File: src/msr_pkg.sv
// Package for the multi-servo slew ramp: field widths, opcodes, command
// kinds, configuration register indexes and shared record types.
// No dependencies.
`default_nettype none

package msr_pkg;

  // Default channel count
  localparam int CHANNELS_DEF = 4;

  // Fixed field widths
  localparam int OPCODE_W = 3;
  localparam int CHAN_W   = 2;
  localparam int VALUE_W  = 11;
  localparam int ANGLE_W  = 8;
  localparam int MASK_W   = 4;
  localparam int CIDX_W   = 3;
  localparam int CDATA_W  = 8;

  // Command queue depth between front and back
  localparam int QUEUE_DEPTH = 2;

  // Angle limit in degrees
  localparam logic [ANGLE_W-1:0] ANGLE_MAX = 8'd180;

  // Opcodes
  localparam logic [OPCODE_W-1:0] OP_SET_TARGET = 3'd0;
  localparam logic [OPCODE_W-1:0] OP_WRITE_IMM  = 3'd1;
  localparam logic [OPCODE_W-1:0] OP_DETACH     = 3'd2;
  localparam logic [OPCODE_W-1:0] OP_REHOME     = 3'd3;
  localparam logic [OPCODE_W-1:0] OP_TICK       = 3'd4;

  // Classified command kinds
  localparam int KIND_W = 3;
  localparam logic [KIND_W-1:0] KIND_NONE   = 3'd0;
  localparam logic [KIND_W-1:0] KIND_TARGET = 3'd1;
  localparam logic [KIND_W-1:0] KIND_WRITE  = 3'd2;
  localparam logic [KIND_W-1:0] KIND_DETACH = 3'd3;
  localparam logic [KIND_W-1:0] KIND_REHOME = 3'd4;
  localparam logic [KIND_W-1:0] KIND_TICK   = 3'd5;

  // Configuration register indexes
  localparam logic [CIDX_W-1:0] CFG_HOME0    = 3'd0;
  localparam logic [CIDX_W-1:0] CFG_HOME1    = 3'd1;
  localparam logic [CIDX_W-1:0] CFG_HOME2    = 3'd2;
  localparam logic [CIDX_W-1:0] CFG_HOME3    = 3'd3;
  localparam logic [CIDX_W-1:0] CFG_MAX_STEP = 3'd4;
  localparam logic [CIDX_W-1:0] CFG_MIN_STEP = 3'd5;
  localparam logic [CIDX_W-1:0] CFG_SPEED    = 3'd6;

  // Register reset values
  localparam logic [ANGLE_W-1:0] HOME_RST     = 8'd90;
  localparam logic [ANGLE_W-1:0] MAX_STEP_RST = 8'd10;
  localparam logic [ANGLE_W-1:0] MIN_STEP_RST = 8'd2;
  localparam logic [CHAN_W-1:0]  SPEED_RST    = 2'd0;

  // Configuration register file as seen by the back end
  typedef struct packed {
    logic [3:0][ANGLE_W-1:0] home;
    logic [ANGLE_W-1:0]      max_step;
    logic [ANGLE_W-1:0]      min_step;
    logic [CHAN_W-1:0]       speed_channel;
  } cfg_regs_t;

  // One classified command in the queue
  typedef struct packed {
    logic [KIND_W-1:0]  kind;
    logic [CHAN_W-1:0]  ch;
    logic [ANGLE_W-1:0] ang;
  } cmd_rec_t;

endpackage

`default_nettype wire

File: src/msr_ifs.sv
// Handshake channel interfaces: command input, result output and
// configuration writes. Depends on msr_pkg.
`default_nettype none

interface msr_cmd_if import msr_pkg::*; ();
  logic                       valid;
  logic                       ready;
  logic [OPCODE_W-1:0]        opcode;
  logic [CHAN_W-1:0]          channel;
  logic signed [VALUE_W-1:0]  angle_value;

  modport source (output valid, opcode, channel, angle_value, input ready);
  modport sink (input valid, opcode, channel, angle_value, output ready);
endinterface

interface msr_res_if import msr_pkg::*; ();
  logic               valid;
  logic               ready;
  logic               write_en;
  logic [CHAN_W-1:0]  out_channel;
  logic [ANGLE_W-1:0] out_angle;
  logic [MASK_W-1:0]  attached_mask;
  logic               moved;
  logic               last;

  modport source (output valid, write_en, out_channel, out_angle, attached_mask, moved, last,
                  input ready);
  modport sink (input valid, write_en, out_channel, out_angle, attached_mask, moved, last,
                output ready);
endinterface

interface msr_cfg_if import msr_pkg::*; ();
  logic               valid;
  logic               ready;
  logic [CIDX_W-1:0]  index;
  logic [CDATA_W-1:0] data;

  modport source (output valid, index, data, input ready);
  modport sink (input valid, index, data, output ready);
endinterface

`default_nettype wire

File: src/msr_front.sv
// Front end: holds the configuration registers, accepts commands, clamps
// the angle and classifies each command for the back end. Depends on msr_pkg.
`default_nettype none

module msr_front import msr_pkg::*; #(
  parameter int CHANNELS = CHANNELS_DEF
) (
  input  wire logic  clk,
  input  wire logic  rst,
  msr_cmd_if.sink    cmd,
  msr_cfg_if.sink    cfg,
  input  wire logic  q_full,
  output logic       q_push,
  output cmd_rec_t   q_rec,
  output cfg_regs_t  regs
);

  logic [ANGLE_W-1:0] ang_clamped;
  logic               ch_ok;

  // Configuration writes, always taken
  assign cfg.ready = 1'b1;

  always_ff @(posedge clk) begin
    if (rst) begin
      regs.home          <= {4{HOME_RST}};
      regs.max_step      <= MAX_STEP_RST;
      regs.min_step      <= MIN_STEP_RST;
      regs.speed_channel <= SPEED_RST;
    end else if (cfg.valid) begin
      case (cfg.index)
        CFG_HOME0:    regs.home[0]       <= cfg.data;
        CFG_HOME1:    regs.home[1]       <= cfg.data;
        CFG_HOME2:    regs.home[2]       <= cfg.data;
        CFG_HOME3:    regs.home[3]       <= cfg.data;
        CFG_MAX_STEP: regs.max_step      <= cfg.data;
        CFG_MIN_STEP: regs.min_step      <= cfg.data;
        CFG_SPEED:    regs.speed_channel <= cfg.data[CHAN_W-1:0];
        default: ;
      endcase
    end
  end

  // Command beat goes straight into the queue when there is room
  assign cmd.ready = !q_full;
  assign q_push    = cmd.valid && !q_full;

  // Clamp to 0..180
  always_comb begin
    if (cmd.angle_value[VALUE_W-1]) begin
      ang_clamped = '0;
    end else if (cmd.angle_value[VALUE_W-2:0] > (VALUE_W-1)'(ANGLE_MAX)) begin
      ang_clamped = ANGLE_MAX;
    end else begin
      ang_clamped = cmd.angle_value[ANGLE_W-1:0];
    end
  end

  assign ch_ok = {1'b0, cmd.channel} < (CHAN_W+1)'(CHANNELS);

  // Classification
  always_comb begin
    q_rec.ch  = cmd.channel;
    q_rec.ang = ang_clamped;
    case (cmd.opcode)
      OP_SET_TARGET: begin
        if (!ch_ok) begin
          q_rec.kind = KIND_NONE;
        end else if (cmd.channel == regs.speed_channel) begin
          q_rec.kind = KIND_WRITE;
        end else begin
          q_rec.kind = KIND_TARGET;
        end
      end
      OP_WRITE_IMM: q_rec.kind = ch_ok ? KIND_WRITE : KIND_NONE;
      OP_DETACH:    q_rec.kind = KIND_DETACH;
      OP_REHOME:    q_rec.kind = KIND_REHOME;
      OP_TICK:      q_rec.kind = KIND_TICK;
      default:      q_rec.kind = KIND_NONE;
    endcase
  end

endmodule

`default_nettype wire

File: src/msr_queue.sv
// Short FIFO of classified commands between front and back ends.
// Depends on msr_pkg.
`default_nettype none

module msr_queue import msr_pkg::*; (
  input  wire logic     clk,
  input  wire logic     rst,
  input  wire logic     push,
  input  wire cmd_rec_t push_rec,
  output logic          full,
  input  wire logic     pop,
  output logic          valid,
  output cmd_rec_t      rec
);

  localparam int PTR_W = (QUEUE_DEPTH > 1) ? $clog2(QUEUE_DEPTH) : 1;
  localparam int CNT_W = $clog2(QUEUE_DEPTH + 1);

  cmd_rec_t           slots [QUEUE_DEPTH];
  logic [PTR_W-1:0]   wr_ptr;
  logic [PTR_W-1:0]   rd_ptr;
  logic [CNT_W-1:0]   count;
  logic               do_push;
  logic               do_pop;

  assign full    = count == CNT_W'(QUEUE_DEPTH);
  assign valid   = count != '0;
  assign rec     = slots[rd_ptr];
  assign do_push = push && !full;
  assign do_pop  = pop && valid;

  // Storage
  always_ff @(posedge clk) begin
    if (do_push) begin
      slots[wr_ptr] <= push_rec;
    end
  end

  // Pointers and fill count
  always_ff @(posedge clk) begin
    if (rst) begin
      wr_ptr <= '0;
      rd_ptr <= '0;
      count  <= '0;
    end else begin
      if (do_push) begin
        wr_ptr <= (wr_ptr == PTR_W'(QUEUE_DEPTH-1)) ? '0 : wr_ptr + 1'b1;
      end
      if (do_pop) begin
        rd_ptr <= (rd_ptr == PTR_W'(QUEUE_DEPTH-1)) ? '0 : rd_ptr + 1'b1;
      end
      if (do_push && !do_pop) begin
        count <= count + 1'b1;
      end else if (do_pop && !do_push) begin
        count <= count - 1'b1;
      end
    end
  end

endmodule

`default_nettype wire

File: src/msr_back.sv
// Back end: per-channel servo state, channel sequencer for re-home and ramp
// ticks, and the result output register. Depends on msr_pkg.
`default_nettype none

module msr_back import msr_pkg::*; #(
  parameter int CHANNELS = CHANNELS_DEF
) (
  input  wire logic      clk,
  input  wire logic      rst,
  input  wire cfg_regs_t regs,
  input  wire logic      q_valid,
  input  wire cmd_rec_t  q_rec,
  output logic           q_pop,
  msr_res_if.source      res
);

  localparam int CIW = $clog2(CHANNELS);

  localparam logic [1:0] ST_IDLE   = 2'd0;
  localparam logic [1:0] ST_REHOME = 2'd1;
  localparam logic [1:0] ST_TICK   = 2'd2;

  logic [1:0]          state;
  logic [CIW-1:0]      idx;
  logic [CHANNELS-1:0] attached;
  logic [CHANNELS-1:0] move_left;
  logic [ANGLE_W-1:0]  target  [CHANNELS];
  logic [ANGLE_W-1:0]  current [CHANNELS];

  // Output register
  logic                out_valid;
  logic                out_wen;
  logic [CHAN_W-1:0]   out_ch;
  logic [ANGLE_W-1:0]  out_ang;
  logic [MASK_W-1:0]   out_mask;
  logic                out_moved;
  logic                out_last;
  logic                load_ok;

  // Next result
  logic                emit;
  logic                e_wen;
  logic [CHAN_W-1:0]   e_ch;
  logic [ANGLE_W-1:0]  e_ang;
  logic [CHANNELS-1:0] e_attached;
  logic                e_moved;
  logic                e_last;

  logic [CHANNELS-1:0] move_mask;
  logic [CHANNELS-1:0] move_rest;
  logic [CIW-1:0]      q_ch;
  logic [ANGLE_W-1:0]  home_sel;
  logic [ANGLE_W-1:0]  cur_sel;
  logic [ANGLE_W-1:0]  tgt_sel;
  logic                step_up;
  logic [ANGLE_W-1:0]  adiff;
  logic [ANGLE_W-1:0]  cap;
  logic [ANGLE_W-1:0]  mag;
  logic [ANGLE_W-1:0]  cur_new;

  assign load_ok = !out_valid || res.ready;
  assign q_pop   = (state == ST_IDLE) && q_valid && load_ok;
  assign q_ch    = q_rec.ch[CIW-1:0];

  // Channels that a tick would step right now
  always_comb begin
    for (int i = 0; i < CHANNELS; i++) begin
      move_mask[i] = attached[i] && (CHAN_W'(i) != regs.speed_channel) &&
                     (target[i] != current[i]);
    end
  end

  // Ramp step on the channel under the sequencer
  assign cur_sel = current[idx];
  assign tgt_sel = target[idx];
  assign step_up = tgt_sel > cur_sel;
  assign adiff   = step_up ? tgt_sel - cur_sel : cur_sel - tgt_sel;
  assign cap     = (regs.max_step == '0) ? ANGLE_W'(1) : regs.max_step;

  always_comb begin
    if (adiff <= regs.min_step) begin
      mag = adiff;
    end else if (adiff < cap) begin
      mag = adiff;
    end else begin
      mag = cap;
    end
  end

  assign cur_new   = step_up ? cur_sel + mag : cur_sel - mag;
  assign move_rest = move_left & ~(CHANNELS'(1) << idx);

  // Home angle, clamped
  always_comb begin
    home_sel = regs.home[2'(idx)];
    if (home_sel > ANGLE_MAX) begin
      home_sel = ANGLE_MAX;
    end
  end

  // Result selection
  always_comb begin
    emit       = 1'b0;
    e_wen      = 1'b0;
    e_ch       = '0;
    e_ang      = '0;
    e_attached = attached;
    e_moved    = 1'b0;
    e_last     = 1'b1;
    case (state)
      ST_IDLE: begin
        if (q_pop) begin
          case (q_rec.kind)
            KIND_WRITE: begin
              emit = 1'b1;
              if (attached[q_ch]) begin
                e_wen = 1'b1;
                e_ch  = q_rec.ch;
                e_ang = q_rec.ang;
              end
            end
            KIND_DETACH: begin
              emit       = 1'b1;
              e_attached = '0;
            end
            KIND_REHOME: emit = 1'b0;
            KIND_TICK:   emit = (move_mask == '0);
            default:     emit = 1'b1;
          endcase
        end
      end
      ST_REHOME: begin
        emit       = load_ok;
        e_wen      = 1'b1;
        e_ch       = CHAN_W'(idx);
        e_ang      = home_sel;
        e_last     = (idx == CIW'(CHANNELS-1));
      end
      ST_TICK: begin
        emit    = load_ok && move_left[idx];
        e_wen   = 1'b1;
        e_ch    = CHAN_W'(idx);
        e_ang   = cur_new;
        e_moved = 1'b1;
        e_last  = (move_rest == '0);
      end
      default: ;
    endcase
  end

  // Sequencer and channel state
  always_ff @(posedge clk) begin
    if (rst) begin
      state     <= ST_IDLE;
      idx       <= '0;
      attached  <= '0;
      move_left <= '0;
      for (int i = 0; i < CHANNELS; i++) begin
        target[i]  <= '0;
        current[i] <= '0;
      end
    end else begin
      case (state)
        ST_IDLE: begin
          if (q_pop) begin
            idx <= '0;
            case (q_rec.kind)
              KIND_TARGET: target[q_ch] <= q_rec.ang;
              KIND_WRITE: begin
                if (attached[q_ch]) begin
                  current[q_ch] <= q_rec.ang;
                end
              end
              KIND_DETACH: attached <= '0;
              KIND_REHOME: begin
                attached <= '1;
                state    <= ST_REHOME;
              end
              KIND_TICK: begin
                move_left <= move_mask;
                if (move_mask != '0) begin
                  state <= ST_TICK;
                end
              end
              default: ;
            endcase
          end
        end
        ST_REHOME: begin
          if (load_ok) begin
            target[idx]  <= home_sel;
            current[idx] <= home_sel;
            if (idx == CIW'(CHANNELS-1)) begin
              state <= ST_IDLE;
            end else begin
              idx <= idx + 1'b1;
            end
          end
        end
        ST_TICK: begin
          if (load_ok) begin
            if (move_left[idx]) begin
              current[idx] <= cur_new;
              move_left    <= move_rest;
            end
            if (move_rest == '0) begin
              state <= ST_IDLE;
            end else begin
              idx <= idx + 1'b1;
            end
          end
        end
        default: state <= ST_IDLE;
      endcase
    end
  end

  // Result output register
  always_ff @(posedge clk) begin
    if (rst) begin
      out_valid <= 1'b0;
    end else if (load_ok) begin
      out_valid <= emit;
    end
  end

  always_ff @(posedge clk) begin
    if (load_ok && emit) begin
      out_wen   <= e_wen;
      out_ch    <= e_ch;
      out_ang   <= e_ang;
      out_mask  <= MASK_W'(e_attached);
      out_moved <= e_moved;
      out_last  <= e_last;
    end
  end

  assign res.valid         = out_valid;
  assign res.write_en      = out_wen;
  assign res.out_channel   = out_ch;
  assign res.out_angle     = out_ang;
  assign res.attached_mask = out_mask;
  assign res.moved         = out_moved;
  assign res.last          = out_last;

  // Checks
  a_rehome_attaches: assert property (@(posedge clk) disable iff (rst)
    q_pop && (q_rec.kind == KIND_REHOME) |=> (attached == {CHANNELS{1'b1}}))
    else $error("re-home did not attach all channels");

  a_tick_has_work: assert property (@(posedge clk) disable iff (rst)
    (state == ST_TICK) |-> (move_left != '0))
    else $error("tick sequencer running with nothing to move");

  a_pop_makes_progress: assert property (@(posedge clk) disable iff (rst)
    q_pop |=> (state != ST_IDLE) || out_valid)
    else $error("command popped without result or sequencer activity");

  a_moved_is_write: assert property (@(posedge clk) disable iff (rst)
    out_valid && out_moved |-> out_wen)
    else $error("moved flag on a result that is not a write");

endmodule

`default_nettype wire

File: src/multi_servo_slew_ramp_core.sv
// Top level of the multi-servo slew ramp: front end, command queue and
// back end. Depends on msr_pkg, msr_ifs, msr_front, msr_queue, msr_back.
//
// Four-channel servo slew-rate limiter. Commands (set target, write now,
// detach all, re-attach and home, ramp tick) enter on cmd and are queued two
// deep; every PWM write leaves on res as one beat, with last on the final beat
// of each command, and a command that writes nothing gives one beat with
// write_en low. The back end visits one channel a cycle while res is not
// stalled: a moving tick visits the channels from the first up to the last
// channel that moves, and re-home visits every channel in turn. Registers
// on cfg may be written only while idle.
`default_nettype none

module multi_servo_slew_ramp_core import msr_pkg::*; #(
  parameter int CHANNELS = CHANNELS_DEF
) (
  input  wire logic  clk,
  input  wire logic  rst,
  msr_cmd_if.sink    cmd,
  msr_res_if.source  res,
  msr_cfg_if.sink    cfg
);

  cfg_regs_t regs;
  cmd_rec_t  push_rec;
  cmd_rec_t  pop_rec;
  logic      q_push;
  logic      q_full;
  logic      q_valid;
  logic      q_pop;

  msr_front #(.CHANNELS(CHANNELS)) u_front (
    .clk    (clk),
    .rst    (rst),
    .cmd    (cmd),
    .cfg    (cfg),
    .q_full (q_full),
    .q_push (q_push),
    .q_rec  (push_rec),
    .regs   (regs)
  );

  msr_queue u_queue (
    .clk      (clk),
    .rst      (rst),
    .push     (q_push),
    .push_rec (push_rec),
    .full     (q_full),
    .pop      (q_pop),
    .valid    (q_valid),
    .rec      (pop_rec)
  );

  msr_back #(.CHANNELS(CHANNELS)) u_back (
    .clk     (clk),
    .rst     (rst),
    .regs    (regs),
    .q_valid (q_valid),
    .q_rec   (pop_rec),
    .q_pop   (q_pop),
    .res     (res)
  );

endmodule

`default_nettype wire

File: src/flat_wrapper.sv
// flat-port wrapper written by rule: the top's interface ports become plain ports
module multi_servo_slew_ramp_core_flat import msr_pkg::*;
#(
  parameter int CHANNELS = CHANNELS_DEF
)
  (clk, rst, cmd_valid, cmd_opcode, cmd_channel, cmd_angle_value, cmd_ready, res_valid, res_write_en, res_out_channel, res_out_angle, res_attached_mask, res_moved, res_last, res_ready, cfg_valid, cfg_index, cfg_data, cfg_ready);
  msr_cmd_if cmd_i ();
  msr_res_if res_i ();
  msr_cfg_if cfg_i ();
  input  wire logic clk;
  input  wire logic rst;
  input wire logic [$bits(cmd_i.valid)-1:0] cmd_valid;
  input wire logic [$bits(cmd_i.opcode)-1:0] cmd_opcode;
  input wire logic [$bits(cmd_i.channel)-1:0] cmd_channel;
  input wire logic [$bits(cmd_i.angle_value)-1:0] cmd_angle_value;
  output wire logic [$bits(cmd_i.ready)-1:0] cmd_ready;
  output wire logic [$bits(res_i.valid)-1:0] res_valid;
  output wire logic [$bits(res_i.write_en)-1:0] res_write_en;
  output wire logic [$bits(res_i.out_channel)-1:0] res_out_channel;
  output wire logic [$bits(res_i.out_angle)-1:0] res_out_angle;
  output wire logic [$bits(res_i.attached_mask)-1:0] res_attached_mask;
  output wire logic [$bits(res_i.moved)-1:0] res_moved;
  output wire logic [$bits(res_i.last)-1:0] res_last;
  input wire logic [$bits(res_i.ready)-1:0] res_ready;
  input wire logic [$bits(cfg_i.valid)-1:0] cfg_valid;
  input wire logic [$bits(cfg_i.index)-1:0] cfg_index;
  input wire logic [$bits(cfg_i.data)-1:0] cfg_data;
  output wire logic [$bits(cfg_i.ready)-1:0] cfg_ready;
  assign cmd_i.valid = cmd_valid;
  assign cmd_i.opcode = cmd_opcode;
  assign cmd_i.channel = cmd_channel;
  assign cmd_i.angle_value = cmd_angle_value;
  assign cmd_ready = cmd_i.ready;
  assign res_valid = res_i.valid;
  assign res_write_en = res_i.write_en;
  assign res_out_channel = res_i.out_channel;
  assign res_out_angle = res_i.out_angle;
  assign res_attached_mask = res_i.attached_mask;
  assign res_moved = res_i.moved;
  assign res_last = res_i.last;
  assign res_i.ready = res_ready;
  assign cfg_i.valid = cfg_valid;
  assign cfg_i.index = cfg_index;
  assign cfg_i.data = cfg_data;
  assign cfg_ready = cfg_i.ready;
  multi_servo_slew_ramp_core #(.CHANNELS(CHANNELS)) u_core (.clk(clk), .rst(rst), .cmd(cmd_i), .res(res_i), .cfg(cfg_i));
endmodule
File: config.mk
export PLATFORM = sky130hd
export DESIGN_NAME = multi_servo_slew_ramp_core_flat
export DESIGN_NICKNAME = d
export VERILOG_FILES = /design/src/msr_pkg.sv /design/src/msr_ifs.sv /design/src/msr_front.sv /design/src/msr_queue.sv /design/src/msr_back.sv /design/src/multi_servo_slew_ramp_core.sv /design/src/flat_wrapper.sv
export SDC_FILE = /design/constraint.sdc
export NUM_CORES = 1
export LEC_CHECK = 0
export ABC_AREA = 1
export BUFFER_PORTS_ARGS = -buffer_cell sky130_fd_sc_hd__buf_2
export CORE_MARGIN = 2
export CORE_UTILIZATION = 45
export CTS_BUF_LIST = sky130_fd_sc_hd__clkbuf_8
export CTS_CLUSTER_DIAMETER = 50
export DETAILED_ROUTE_END_ITERATION = 10
export SETUP_SLACK_MARGIN = 0.1
export SLEW_MARGIN = 20
export SYNTH_ARGS = -nofsm -noshare
export SYNTH_HDL_FRONTEND = slang
export SYNTH_SLANG_ARGS = --single-unit
File: constraint.sdc
create_clock -name clk -period 7.3 [get_ports clk]
set_input_delay 1.46 -clock clk [delete_from_list [all_inputs] [get_ports clk]]
set_output_delay 1.46 -clock clk [all_outputs]
set_load 0.05 [all_outputs]
# After elaboration in Yosys (flattened, before gate mapping)
# Memory sizes are Yosys's and may differ from the RTL's. A register that Yosys moved wholly into a read port is not among the register bits.
# Index checks and enable logic that the tools add are counted.
word_totals:
  reg_bits: 84
  ramBits: 90
  out_inout_bits: 20
  elab_cells: 233
  mem_count: 3
mem_list:
  columns: ["memory", "depth", "word_bits", "read_ports", "rd_clocked_by_memory_dff", "wr", "line", "rtl"]
  rows:
  - ["u_core.u_back.current", 4, 8, 5, 1, 4, "msr_back.sv:28", "logic [ANGLE_W-1:0] current [CHANNELS];"]
  - ["u_core.u_back.target", 4, 8, 5, 1, 4, "msr_back.sv:27", "logic [ANGLE_W-1:0] target [CHANNELS];"]
  - ["u_core.u_queue.slots", 2, 13, 1, 1, 1, "msr_queue.sv:19", "cmd_rec_t slots [QUEUE_DEPTH];"]
classes:
  addsub: 9
  magnitude_cmp: 7
  eq_ne: 38
  shifts: 1
  n_mux: 100
  n_bitwise: 3
  n_reduce_logical: 51
ops:
  columns: ["cell", "n"]
  rows:
  - ["8-bit two-way mux", 17]
  - ["2-bit two-way mux", 25]
  - ["1-bit two-way mux", 36]
  - ["8-bit inequality test", 4]
  - ["8-bit OR reduction", 4]
  - ["4-bit two-way mux", 7]
  - ["8-bit one-hot mux with 3 select lines", 1]
  - ["8-bit subtractor", 3]
  - ["3-bit by 2-bit equality test with 1-bit output, second input constant", 6]
  - ["3-bit equality test, second input constant", 6]
  - ["1-bit logical AND", 17]
  - ["8-bit binary-select mux with 2-bit select", 1]
  - ["4-bit one-hot mux with 2 select lines", 2]
  - ["3-bit one-hot mux with 5 select lines", 1]
  - ["2-bit inequality test, second input constant", 7]
  - ["2-bit AND reduction", 7]
  - ["2-bit one-hot mux with 3 select lines", 2]
  - ["10-bit by 8-bit > comparator with 1-bit output, second input constant", 1]
  - ["2-bit nonzero test", 5]
  - ["3-bit by 1-bit equality test with 1-bit output, second input constant", 3]
  - ["8-bit adder", 1]
  - ["8-bit > comparator", 1]
  - ["8-bit > comparator, second input constant", 1]
  - ["8-bit <= comparator", 1]
  - ["other kinds (34)", 50]

# Longest topological paths before layout
logic_depth:
  depth_word: 11
  ltp_mapped: 47

# Modules after synthesis
# A second synthesis with hierarchy kept.
hier_totals:
  hier_cells: 1301
  area_unflattened_um2: 10328.7
by_module_without_submodules:
  columns: ["mod", "instances", "cells_per_inst", "area_per_inst_um2"]
  rows:
  - ["msr_back", 1, 937, 7103.1]
  - ["msr_front", 1, 287, 2043.2]
  - ["msr_queue", 1, 77, 1182.4]

# Worst setup path after synthesis
# Ideal clock, no wire load.
synth_timing:
  path_type: "register to register"
  startpoint: "reg with a tool-made name"
  endpoint: "mem u_core.u_back.current[1][7], data pin"
  setup_time_ns: 0.268
  arrival_time_ns: 5.966
  required_ns: 7.032
  path_slack_ns: 1.066
  stages_incl_launch_ff: 43
  path_buffers: 3
  cell_sequence: "dfxtp_1 -> clkbuf_1 -> inv_1 -> clkbuf_1 -> nand2_1 -> a32oi_1 -> inv_1 -> fa_1 -> nand2_1 -> nand2_1 -> nand3_1 -> nand2_2 -> nand2_4 -> buf_2 -> inv_1 -> nand2_1 -> nand2_1 -> inv_1 -> (+7 left out) -> nand2_1 -> nand2_2 -> a21oi_1 -> xnor2_1 -> ha_1 -> nand2_1 -> o21ai_0 -> a21oi_1 -> o21bai_1 -> nand2_1 -> nand2_1 -> a21oi_1 -> xnor2_1 -> or2_1 -> nand2_2 -> nand3_2 -> nand3_2 -> a21oi_1"
synth_lines:
  columns: ["item", "line"]
  rows:
  - ["to (decl)", "msr_back.sv:28"]

==> key figures <==
Outcome
  – Outcome: complete, no violations

Yosys
  – Seq cells post-synth: roughly 170
  – Post-synthesis sequential area ratio: between 40% and 50%
  – Syn avg cell area: slightly above 8 um2
  – Top FF cell, synth: edfxtp_1
  – Post-Synth Simple-Gate Area: between 20% and 30%
  – Synth cell types: 48
  – Synth Area in XOR/XNOR: 4.19%
  – Synth warn: 0
  – Post-synth EDFFs: roughly 100
  – Post-Synthesis Cells: 1247
  – Largest family of logic cells by synthesized area: simple AND/OR/NAND/NOR gates
  – Post-synth ARST share: 0%
  – Multiplexer share of the synthesized area: less than 1%
  – Syn nets: 1327
  – Synth Area in Compound Gates: between 10 and 15%
  – Post-Syn Area: approximately 10000 um2
  – Synth Area in Adders: ~6.2%

Floorplanning
  – Initial core utilization: a little under half
  – Vert. Die Dim: around 150 um
  – Row Count: 54
  – Core area: around 22000 um2
  – Die width: between 150 and 200 um
  – I/O pins: between 50 and 60
  – Die area: about 24000 um2

Finish
  – Diodes inserted: 0
  – Area of the multi-input gates: 4760 um2
  – Final core utilization: between 50% and 60%
  – Layout cell share with drive strength beyond 1: between 10% and 20%
  – Area Growth Syn to Fin: 9.84%
  – Final #Nets: 1372
  – FF+latch area: roughly 4500 um2
  – Filler cell count in the final layout: between 2000 and 2500

Timing
  – Final Setup Violations: 0
  – Skew final: around 0.024 ns
  – Max Fclk: between 150 and 200 MHz
  – Final period util: between 90% and 100%
  – Unrepaired setup endpoints after global routing: false
  – Crit path time final: between 6 and 7 ns
  – Number of hold violations in the final report: 0
  – Setup TNS Final: 0 ns
  – Final WS setup: ~0.63 ns
  – Slew Viols, Final: 0
  – Worst Max-Slew Pin Slew: a little under 1 ns
  – Slew margin rel.: approximately a third

Critical path
  – Critical Path RT: ~7.5 ns
  – Slowest cell delay on critical path: between 0.4 and 0.5 ns
  – Nature of the critical path startpoint: flip-flop
  – Worst EP arrival: 6.86 ns
  – Crit. End Element: flip-flop
  – Worst-path fanout max: 14
  – Crit Path Class: reg -> reg
  – Slowest-stage cell, CP: dfxtp_1
  – Crit-path most repeated cell: nand2_1
  – Reg2reg setup slack: 0.63 ns

Place
  – DP Worst Slack: 0.351 ns
  – DP Wirelength: between 20000 and 25000 um
  – PortBufs: 50
  – Placer Congestion: 0.950

Clock network
  – CTS root buffer: clkbuf_8
  – H-tree Lvls: 4
  – CTS Buffer Depth: 2
  – CTS tree: done
  – Hold Buf Count CTS: 0
  – Reg clk slew, reported paths: about 0.11 ns
  – Clock Sinks: 171
  – Worst skew pair latency: 0.47 ns
  – Cts bufs inserted: 17

Drt
  – Total Wirelength: around 28000 um
  – Via count: between 8000 and 9000
  – Routed Antenna Nets: 0
  – Iter 0 DRT Violations: roughly 770
  – Drt drc: 0
  – Avg WL per Cell: roughly 17 um
  – Pre-antenna DRT Iters: 6
  – Via density: 5.33

Global route
  – Grt total ovfl: 0
  – Global-route usage over all layers: about a quarter
  – Largest net degree at the start of global routing: 63
  – First-pass GRT wire length: ~43000 um
  – Vias in the first global route: ~8000
  – Initial antenna violation count: 0

Job
  – Max Cap Viol: 0

Worst hold path
  – Tightest Hold Check Type: reg -> reg
through the flow:
stage               instance area (um2)  hold slack [ns]  cells
floorplan                         10000            0.424   1247
global route                      11000            0.488   1585
global placement                  10500            0.435   1547
detailed placement                10500            0.444   1547
finish                            11000            0.465   1585
CTS                               11000            0.463   1579
routing by layer:
layer / vias to the layer above / wire length [um] / GRT usage [%]
met5: - / 0 / 0
met3: 37 / 1490 / 3.23
li1: 4236 / - / -
met2: 263 / 13000 / 38.5
met4: 0 / 484 / 6.42
met1: 3918 / 12600 / 32.9
placed cells by master (no fill, tap or decap), drive strengths merged:
cell type and n:
nand2 267, or2 15, fa 3, nor2 157, a221oi 1, a21oi 90
o22a 1, nand4 20, o31ai 4, ha 45, xor2 12, clkbuf 17
a31oi 9, nand3 41, bufinv 2, nor3 14, dfxtp 67, and3 2
o2111ai 1, inv 179, o21bai 3, clkinv 7, edfxtp 104, a32oi 16
buf 65, a32o 3, a211oi 5, o22ai 12, o211ai 5, clkinvlp 3
mux2i 6, mux2 3, conb 1, o21ai 80, xnor2 36, o221ai 7
a22oi 2
flip-flops by register name (all words and copies together), names as in the netlist, named ones only:
signal / cells
u_core.u_back.current: 32
u_core.u_back.res.out_angle: 8
u_core.u_queue.rd_ptr: 1
u_core.u_back.target: 32
u_core.u_back.move_left: 4
u_core.u_queue.slots: 26
u_core.u_back.res.write_en: 1
u_core.u_back.idx: 2
u_core.u_back.attached: 1
u_core.u_back.res.last: 1
u_core.u_queue.wr_ptr: 1
u_core.u_back.res.moved: 1
u_core.u_front.regs: 50
u_core.u_back.res.out_channel: 2
u_core.u_back.state: 2
u_core.u_queue.count: 2
u_core.u_back.res.valid: 1
u_core.u_back.res.attached_mask: 1
Yosys cell counts (9+ instances only):
master      n  area [um2]
clkbuf_1   28         105
a32oi_1    16         140
a21oi_1    90         450
nand2_2    16         100
xor2_1     12         105
inv_1     171         642
edfxtp_1  104        3120
nand3_1    37         185
ha_1       45         563
dfxtp_1    67        1340
o21ai_0    73         365
nand2_1   248         931
or2_2      10        62.6
xnor2_1    36         315
nor2_1    155         582
o22ai_1    12        75.1
a31oi_1     9        56.3
nor3_1     14        70.1
nand4_1    19         119
final timing paths:
path | from | depth (start not counted) | to
max reg2reg | flip-flop | 39 | u_core.u_back.current[1][7]$_SDFFCE_PN0P_
min reg2reg | u_core.u_front.regs[49]$_SDFFE_PP0P_ | 2 | u_core.u_front.regs[49]$_SDFFE_PP0P_
min | u_core.u_front.regs[49]$_SDFFE_PP0P_ | 2 | u_core.u_front.regs[49]$_SDFFE_PP0P_
max | flip-flop | 39 | u_core.u_back.current[1][7]$_SDFFCE_PN0P_
timing repair:
item,in CTS,in global routing
resized for setup,0,5
endpoints found under the setup margin,0,19
setup buffers,0,5
cell type report:
cell class                 count  area share (%)
timing repair buffer          65            3.33
sequential                   171            40.5
inverter                     175            5.99
timing repair inverter         1          0.0681
clock inverter                15            1.63
clock buffer                  17            2.12
tap                          280            3.18
multi-input combinational    861            43.2
cells by family after synthesis:
logic type	Yosys count
compound gates	239
xor+xnor	48
fa+ha+maj	48
buf+inv	215
flops	171
mux	9
other cells	1
simple gates	516
critical path: cells and delay by family (launching register included):
family,cells,cell delay [ns]
simple gates,19,1.97
compound gates,10,1.73
fa+ha+maj,3,1.07
buf+inv,5,0.88
flops,1,0.48
xor+xnor,2,0.27
Power is not shown: default switching activity piles up to over one toggle a cycle in this logic, so the estimate is an artifact.
